<file path="src/rtl/core/cst_pkg.sv">
// Shared types, constants and per-step tables of the sigmoid / tanh cell chain.
package cst_pkg;

  // Width of the data path and fixed-point constants (Q16)
  localparam int unsigned DataW = 32;
  localparam logic [DataW-1:0] QOne    = 32'd65536;
  localparam logic [DataW-1:0] InvGain = 32'd704813465;

  // Number of steps in each phase
  localparam int NumExp = 4;
  localparam int NumHyp = 17;   // steps 1..15 with steps 4 and 13 taken twice
  localparam int NumLin = 18;

  // Position of each phase along the chain
  localparam int AngleStep = 0;
  localparam int ExpBase   = AngleStep + 1;
  localparam int HypBase   = ExpBase + NumExp;
  localparam int DivStep   = HypBase + NumHyp;
  localparam int LinBase   = DivStep + 1;
  localparam int OutStep   = LinBase + NumLin;
  localparam int NumCells  = OutStep + 1;
  localparam int StepW     = $clog2(NumCells);

  // Function select codes
  localparam logic OpSigmoid = 1'b0;
  localparam logic OpTanh    = 1'b1;

  // Expanded-range angle constants (shifts 16, 8, 4, 2)
  localparam logic [DataW-1:0] ExpAtanh0 = 32'd386121;
  localparam logic [DataW-1:0] ExpAtanh1 = 32'd204353;
  localparam logic [DataW-1:0] ExpAtanh2 = 32'd112524;
  localparam logic [DataW-1:0] ExpAtanh3 = 32'd63763;

  // Hyperbolic angle constants for steps 1..4; later steps are powers of two
  localparam logic [DataW-1:0] HypAtanh1 = 32'd35999;
  localparam logic [DataW-1:0] HypAtanh2 = 32'd16738;
  localparam logic [DataW-1:0] HypAtanh3 = 32'd8235;
  localparam logic [DataW-1:0] HypAtanh4 = 32'd4101;

  typedef enum logic [2:0] {
    KindAngle,
    KindExp,
    KindHyp,
    KindDiv,
    KindLin,
    KindOut
  } step_kind_e;

  // Word handed from cell to cell: (x, y, z) while rotating, (n, d, q) while dividing
  typedef struct packed {
    logic             op;
    logic [DataW-1:0] a;
    logic [DataW-1:0] b;
    logic [DataW-1:0] c;
  } cst_word_t;

  // Role of the cell at a chain position
  function automatic step_kind_e step_kind(logic [StepW-1:0] s);
    step_kind_e k;
    if (s == StepW'(AngleStep)) begin
      k = KindAngle;
    end else if (s < StepW'(HypBase)) begin
      k = KindExp;
    end else if (s < StepW'(DivStep)) begin
      k = KindHyp;
    end else if (s == StepW'(DivStep)) begin
      k = KindDiv;
    end else if (s < StepW'(OutStep)) begin
      k = KindLin;
    end else begin
      k = KindOut;
    end
    return k;
  endfunction

  // Hyperbolic iteration number for a position in the hyperbolic phase
  function automatic int hyp_iter(logic [StepW-1:0] s);
    int j;
    int k;
    j = int'(s) - HypBase;
    if (j < 4) begin
      k = j + 1;
    end else if (j <= 13) begin
      k = j;
    end else begin
      k = j - 1;
    end
    return k;
  endfunction

  // Shift amount of the cell at a chain position
  function automatic logic [4:0] step_shift(logic [StepW-1:0] s);
    int j;
    logic [4:0] sh;
    sh = '0;
    case (step_kind(s))
      KindExp: begin
        j  = int'(s) - ExpBase;
        sh = 5'(16 >> j);
      end
      KindHyp: begin
        sh = 5'(hyp_iter(s));
      end
      KindLin: begin
        j  = int'(s) - LinBase;
        sh = 5'(j);
      end
      default: begin
        sh = '0;
      end
    endcase
    return sh;
  endfunction

  // Angle or quotient-bit constant of the cell at a chain position
  function automatic logic [DataW-1:0] step_const(logic [StepW-1:0] s);
    int j;
    int k;
    logic [DataW-1:0] v;
    v = '0;
    case (step_kind(s))
      KindExp: begin
        j = int'(s) - ExpBase;
        case (j)
          0:       v = ExpAtanh0;
          1:       v = ExpAtanh1;
          2:       v = ExpAtanh2;
          default: v = ExpAtanh3;
        endcase
      end
      KindHyp: begin
        k = hyp_iter(s);
        case (k)
          1:       v = HypAtanh1;
          2:       v = HypAtanh2;
          3:       v = HypAtanh3;
          4:       v = HypAtanh4;
          default: v = DataW'(32'd1 << (16 - k));
        endcase
      end
      KindLin: begin
        j = int'(s) - LinBase;
        v = QOne >> j;
      end
      default: begin
        v = '0;
      end
    endcase
    return v;
  endfunction

endpackage

</file>
<file path="src/rtl/core/cst_cell.sv">
// One register stage of the chain: a single CORDIC step or a setup / finish step.
module cst_cell (
  input  logic                     clk_i,
  input  logic                     rst_ni,
  input  logic [cst_pkg::StepW-1:0] step_i,
  input  logic                     valid_i,
  output logic                     ready_o,
  input  cst_pkg::cst_word_t       word_i,
  output logic                     valid_o,
  input  logic                     ready_i,
  output cst_pkg::cst_word_t       word_o
);
  import cst_pkg::*;

  step_kind_e       kind;
  logic [4:0]       sh;
  logic [DataW-1:0] cst;
  logic [DataW-1:0] asr_a;
  logic [DataW-1:0] asr_b;
  logic [DataW-1:0] dx;
  logic [DataW-1:0] dy;
  cst_word_t        word_d;
  cst_word_t        word_q;
  logic             valid_q;

  // Step role and constants follow from the fixed position
  assign kind  = step_kind(step_i);
  assign sh    = step_shift(step_i);
  assign cst   = step_const(step_i);
  assign asr_a = DataW'($signed(word_i.a) >>> sh);
  assign asr_b = DataW'($signed(word_i.b) >>> sh);

  // Compute the next word for this step
  always_comb begin
    word_d    = word_i;
    dx        = asr_b;
    dy        = asr_a;
    case (kind)
      KindAngle: begin
        word_d.a = InvGain;
        word_d.b = '0;
        word_d.c = (word_i.op == OpSigmoid) ? (DataW'(0) - word_i.c) : (word_i.c << 1);
      end
      KindExp, KindHyp: begin
        if (kind == KindExp) begin
          dx = word_i.b - asr_b;
          dy = word_i.a - asr_a;
        end
        if (word_i.c[DataW-1]) begin
          word_d.a = word_i.a - dx;
          word_d.b = word_i.b - dy;
          word_d.c = word_i.c + cst;
        end else begin
          word_d.a = word_i.a + dx;
          word_d.b = word_i.b + dy;
          word_d.c = word_i.c - cst;
        end
      end
      KindDiv: begin
        word_d.a = QOne;
        word_d.b = word_i.a + word_i.b + QOne;
        word_d.c = '0;
      end
      KindLin: begin
        if (word_i.a[DataW-1]) begin
          word_d.a = word_i.a + asr_b;
          word_d.c = word_i.c - cst;
        end else begin
          word_d.a = word_i.a - asr_b;
          word_d.c = word_i.c + cst;
        end
      end
      KindOut: begin
        if (word_i.op == OpTanh) begin
          word_d.c = QOne - (word_i.c << 1);
        end
      end
      default: begin
        word_d = word_i;
      end
    endcase
  end

  // Take a word when empty or when the neighbour drains this stage
  assign ready_o = !valid_q || ready_i;

  always_ff @(posedge clk_i or negedge rst_ni) begin
    if (!rst_ni) begin
      valid_q <= 1'b0;
    end else if (ready_o) begin
      valid_q <= valid_i;
    end
  end

  // Hold the payload until the next word arrives
  always_ff @(posedge clk_i) begin
    if (valid_i && ready_o) begin
      word_q <= word_d;
    end
  end

  assign valid_o = valid_q;
  assign word_o  = word_q;

endmodule

</file>
<file path="config.mk">
export PLATFORM = sky130hd
export DESIGN_NAME = cst_cell
export DESIGN_NICKNAME = d
export VERILOG_FILES = /design/src/rtl/core/cst_pkg.sv /design/src/rtl/core/cst_cell.sv
export SDC_FILE = /design/constraint.sdc
export NUM_CORES = 1
export LEC_CHECK = 0
export ABC_AREA = 1
export BUFFER_PORTS_ARGS = -buffer_cell sky130_fd_sc_hd__buf_2
export CORE_AREA = 2 2 429 218
export CTS_CLUSTER_DIAMETER = 80
export DETAILED_ROUTE_END_ITERATION = 6
export DIE_AREA = 0 0 431 220
export GPL_ROUTABILITY_DRIVEN = 0
export PLACE_DENSITY_LB_ADDON = 0.08
export REMOVE_ABC_BUFFERS = 1
export SKIP_CTS_REPAIR_TIMING = 1
export SLEW_MARGIN = 15
export SYNTH_ARGS = -nofsm -noshare
export SYNTH_HDL_FRONTEND = slang
export SYNTH_SLANG_ARGS = --single-unit
</file>
<file path="constraint.sdc">
create_clock -name clk_i -period 17.1 [get_ports clk_i]
set_clock_uncertainty 0.2 [all_clocks]
set_input_delay 3.42 -clock clk_i [delete_from_list [all_inputs] [get_ports clk_i]]
set_output_delay 3.42 -clock clk_i [all_outputs]
set_load 0.02 [all_outputs]
</file>
# Word level (Yosys, flattened, before mapping)
# Cells that the tools add are included.
# word_totals
in_bits	107
memories	0
mem_bits_rw	0
out_inout_bits	99
wordCells	78
latch_bits	0
romBits	0
ff_bits	98
# classes
bitwise	0
div_mod_pow	0
magnitude_cmp	5
n_reduce_logical	7
n_mul	0
shift	5
n_eq_ne	12
mux	24
addsub	20
# ops
cell	count
two-way mux 32 bit	11
case mux 32 bit (4 select lines)	2
case mux 32 bit (3 select lines)	2
subtractor 32 bit	6
adder 32 bit	5
case mux 32 bit (5 select lines)	1
== test 32 x 2 -> 1 bit (second input constant)	3
two-way mux 96 bit	1
== test 32 x 1 -> 1 bit (second input constant)	2
>>> shifter 32 x 5 -> 32 bit	2
case mux 19 bit (3 select lines)	1
adder 32 x 17 -> 32 bit (second input constant)	1
== test 32 x 3 -> 1 bit (second input constant)	1
logical NOT 32 bit	1
left shift 1 x 32 -> 32 bit (first input constant)	1
right shift 17 x 32 -> 32 bit (first input constant)	1
right shift 5 x 32 -> 5 bit (first input constant)	1
subtractor 1 x 32 -> 32 bit (first input constant)	1
subtractor 17 x 32 -> 32 bit (first input constant)	1
subtractor 6 x 32 -> 32 bit (first input constant)	1
case mux 5 bit (3 select lines)	1
two-way mux 3 bit	4
adder 7 x 2 -> 8 bit (second input constant)	1
subtractor 7 x 2 -> 8 bit (second input constant)	1
19 further kinds	21

# Logic depth before layout (Yosys ltp)
# depth
depth_word	15
ltp_mapped	74

# Least setup slack after synthesis
# Ideal clock, no wire load.
# synth_timing
kind	input port to flip-flop
startpoint	input step_i[0] (netlist bit)
endpoint	register word_q (netlist bit word_o[30]) (data pin)
setup_time_ps	274
stages	55
t_arrival_ps	11215
slack_ps	5411
required_ps	16626
path_buffers	1
cell_sequence	buf_6 > inv_4 > ha_1 > nand2_1 > inv_1 > nor2_1 > nand2_2 > nor2_2 > nor2_4 > nand4_2 > nand2_4 > inv_1 > ha_1 > nand3_1 > nand2_1 > inv_1 > nor2_1 > nand2_1 > [19 not listed] > nand3_1 > nand2_1 > inv_1 > o21ai_0 > inv_1 > o21ai_0 > inv_1 > o21ai_0 > a21oi_1 > o21ai_0 > inv_1 > o21ai_0 > inv_1 > o41ai_1 > xor2_1 > nand2_1 > nand3_1 > o2111ai_1
# synth_rtl
element	line_no	source
start: declaration	cst_cell.sv:5	input logic [cst_pkg::StepW-1:0] step_i,
end signal: assignment	cst_cell.sv:98	word_q <= word_d;
end: declaration	cst_cell.sv:23	cst_word_t word_q;

==> results.py <==
metrics = {
    "pwr": {
        "pwr-share-comb_pct": 79.4,
        "swShare_pct": 60.9,
        "vdd_drop_max_mv": 0.0566,
        "leakage_uw": 0.0144,
        "p_clk_share_pct": 9.0,
        "intPower_uw": 1120,
        "pwr-share-seq_pct": 11.6,
        "power_switching_uw": 1750,
        "p_per_area_mw_per_mm2": 97.6,
    },
    "synth": {
        "synth_top_area_cell": "nand2_1",
        "synth_top_flop_cell": "edfxtp_1",
        "synth_area_mm2": 0.0272,
        "synth_edf_count": 97,
        "synthCells": 4639,
        "synthTopCellsByCount": "1175 x nand2_1, 556 x inv_1, 537 x nand3_1",
        "ys_seq_area_share_pct": 10.8,
        "async_flop_share_pct": 1.02,
        "synth_top_area_share_pct": 16.2,
        "avgSynthCellArea_um2": 5.86,
        "synthTopCellsByArea": "nand2_1 16%, ha_1 12%, edfxtp_1 11%",
        "yosys_warnings": 0,
        "ys_ff_latch": 98,
        "ys_types": 78,
        "synth_most_common_cell": "nand2_1",
    },
    "detailed_routing": {
        "vias": 32323,
        "ant_nets": 0,
        "drt_wl_total_mm": 134,
        "first_iter_violations": 4322,
        "drt_first_pass_iters": 7,
        "drc": 0,
        "via_per_inst": 5.42,
        "wl_per_cell_um": 22.4,
    },
    "sta": {
        "min_period_over_period_pct": 92.0,
        "rsz0062_at_grt": "false",
        "maxSlewViolCount": 0,
        "hold_violations": 0,
        "maxSlewHeadroom_pct": 1.51,
        "worst_slack_ps": 1370,
        "post-route-min-period_ps": 15730,
        "tightestPinTransition_ps": 1440,
        "finalSetupViolCount": 0,
        "hold_slack_ps": 381,
        "fin_tns_setup_ps": 0,
        "max_freq_mhz": 63.6,
    },
    "outcome": {
        "violations": "capacitance limit",
        "outcome": "complete, but fails checks",
    },
    "place": {
        "place_ws_ps": 1670,
        "dp_hpwl_mm": 109,
        "numPlacedInstances": 5942,
        "port-buffer-count": 205,
    },
    "floorplan": {
        "io_pins": 206,
        "die_width_um": 431,
        "row_count": 79,
        "coreArea_mm2": 0.0916,
        "start_util_pct": 29.7,
        "die_area_mm2": 0.0948,
        "die_h_um": 220,
    },
    "layout": {
        "final_cells": 5960,
        "layout.nets": 5120,
        "fin_util_pct": 32.1,
        "area_growth_pct": 8.29,
        "drive_gt1_share_pct": 9.57,
    },
    "clocking": {
        "tritoncts": "done",
        "htree_num_levels": 3,
        "cts_sinks": 98,
        "clk_pin_slew_ps": 90,
        "clockBufferDepth": 2,
        "cts_made_buffers": 9,
        "cts-root-buf": "clkbuf_16",
        "insertion_delay_ps": 460,
    },
    "worst_setup_path": {
        "timing.rr.start": "valid_o",
        "r2r_end": "word_o[66]",
        "worst-setup-path-type": "input port to flop",
        "required_ps": 17130,
        "end_kind": "flop",
        "worstSetupStartpoint": "step_i[0]",
        "cp.depth": 62,
        "crit_path_max_fanout": 107,
        "cp.arrival_ps": 15760,
        "crit_path_start_kind": "input port",
        "slowest_delay_ps": 670,
        "cp_top_family": "compound AO/OA/AOI/OAI gates",
        "cp_num_buf_inv": 11,
        "crit_top_cell": "nand2_1",
        "r2r_slack_ps": 14550,
        "ff2ff_path_depth": 3,
        "crit_path_end": "word_o[62]",
        "cp_slowest_cell": "o21a_1",
    },
    "grt": {
        "globalRouteOverflowTotal": 0,
        "globalRouteTotalUtil_pct": 27.2,
        "grt_pass1_vias": 27441,
        "antenna_found_initial": 3,
        "grt_max_degree": 108,
        "grt_pass1_wl_mm": 191,
    },
    "min_path": {
        "min_path_type": "flop to flop",
    },
    "flow_run": {
        "cap_violations": 1,
    },
}
==> metal layers <==
layer	vias up	wire [µm]	global-route usage, %
met1	14832	73800	47.0
li1	15865	-	-
met4	2	747	2.89
met2	1572	41300	28.9
met3	52	17600	10.1
met5	-	105	0.922
==> sequential cells by signal, indices dropped and copies added, names as in the netlist <==
name / cells
valid_o: 1
word_o: 97
==> layout make-up <==
| cell class | instances | area [µm²] |
|---|---|---|
| well taps | 1215 | 1520 |
| repair buffers | 244 | 1320 |
| clock buffers | 9 | 225 |
| diodes | 2 | 5.00 |
| multi-input cells | 3790 | 21100 |
| flip-flops and latches | 98 | 2940 |
| clock inverters | 7 | 76.3 |
| inverters | 595 | 2250 |
| fillers | 10361 | 62200 |
==> power by group through the flow <==
| stage | combinational [µW] | clock, µW | sequential [µW] |
|---|---|---|---|
| floorplan | 1470 | 0 | 384 |
| global placement | 2210 | 0 | 339 |
| detailed placement | 2190 | 0 | 339 |
| CTS | 2200 | 271 | 334 |
| global route | 2500 | 276 | 336 |
| finish | 2280 | 260 | 333 |
==> how the worst min path moves through the flow <==
stage          cells past startpoint      end     from
6_report                           2  valid_o  valid_o
5_1_grt                            2  valid_o  valid_o
4_1_cts                            2  valid_o  valid_o
3_5_place_dp                       2  valid_o  valid_o
3_3_place_gp                       2  valid_o  valid_o
2_1_floorplan                      2  valid_o  valid_o
==> worst reg2reg max path, cell delays in order, from the launching register on <==
cell     delay, ps
dfrtp_1        420
a21oi_4        140
buf_4          610
buf_4          720
==> stage by stage <==
step	total power [µW]	area, µm²
after floorplan	1850	26300
after global placement	2550	29100
after detailed placement	2530	29100
after CTS	2810	29400
after global routing	3110	29400
final	2870	29400
==> cells in the final DEF (no fill, tap or decap), types with 8 or more instances in the layout <==
cell       Yosys  routed
nand2_1     1175    1175
inv_1        556     554
nand3_1      537     537
nor2_1       379     375
a21oi_1      357     356
o21ai_0      322     322
ha_1         268     268
buf_2         29     205
xor2_1       103     103
edfxtp_1      97      97
o211ai_1      54      54
nand4_1       53      53
o21ai_1       52      52
xnor2_1       49      49
nor3_1        45      45
buf_4         20      39
nand2_2       34      34
inv_2         28      30
or2_2         27      27
a31oi_1       26      26
nand3_2       24      24
nor2_2        21      24
o21bai_1      20      20
o22ai_1       20      20
o221ai_1      20      20
o2111ai_1     20      20
o31ai_1       17      17
nor4_1        12      12
conb_1         2      12
nor2_4         9      10
nand3b_1      10      10
clkbuf_16      0       9
a211oi_1       8       8
==> cells by family after synthesis <==
family / after synthesis / share of synthesized area, %
simple gates: 2360 / 38.5
flops: 98 / 10.8
compound gates: 981 / 20.6
xor+xnor: 155 / 5.08
buf+inv: 761 / 11.8
mux: 7 / 0.262
fa+ha+maj: 275 / 12.8
other cells: 2 / 0.0276
Power figures use the tool's default switching activity.
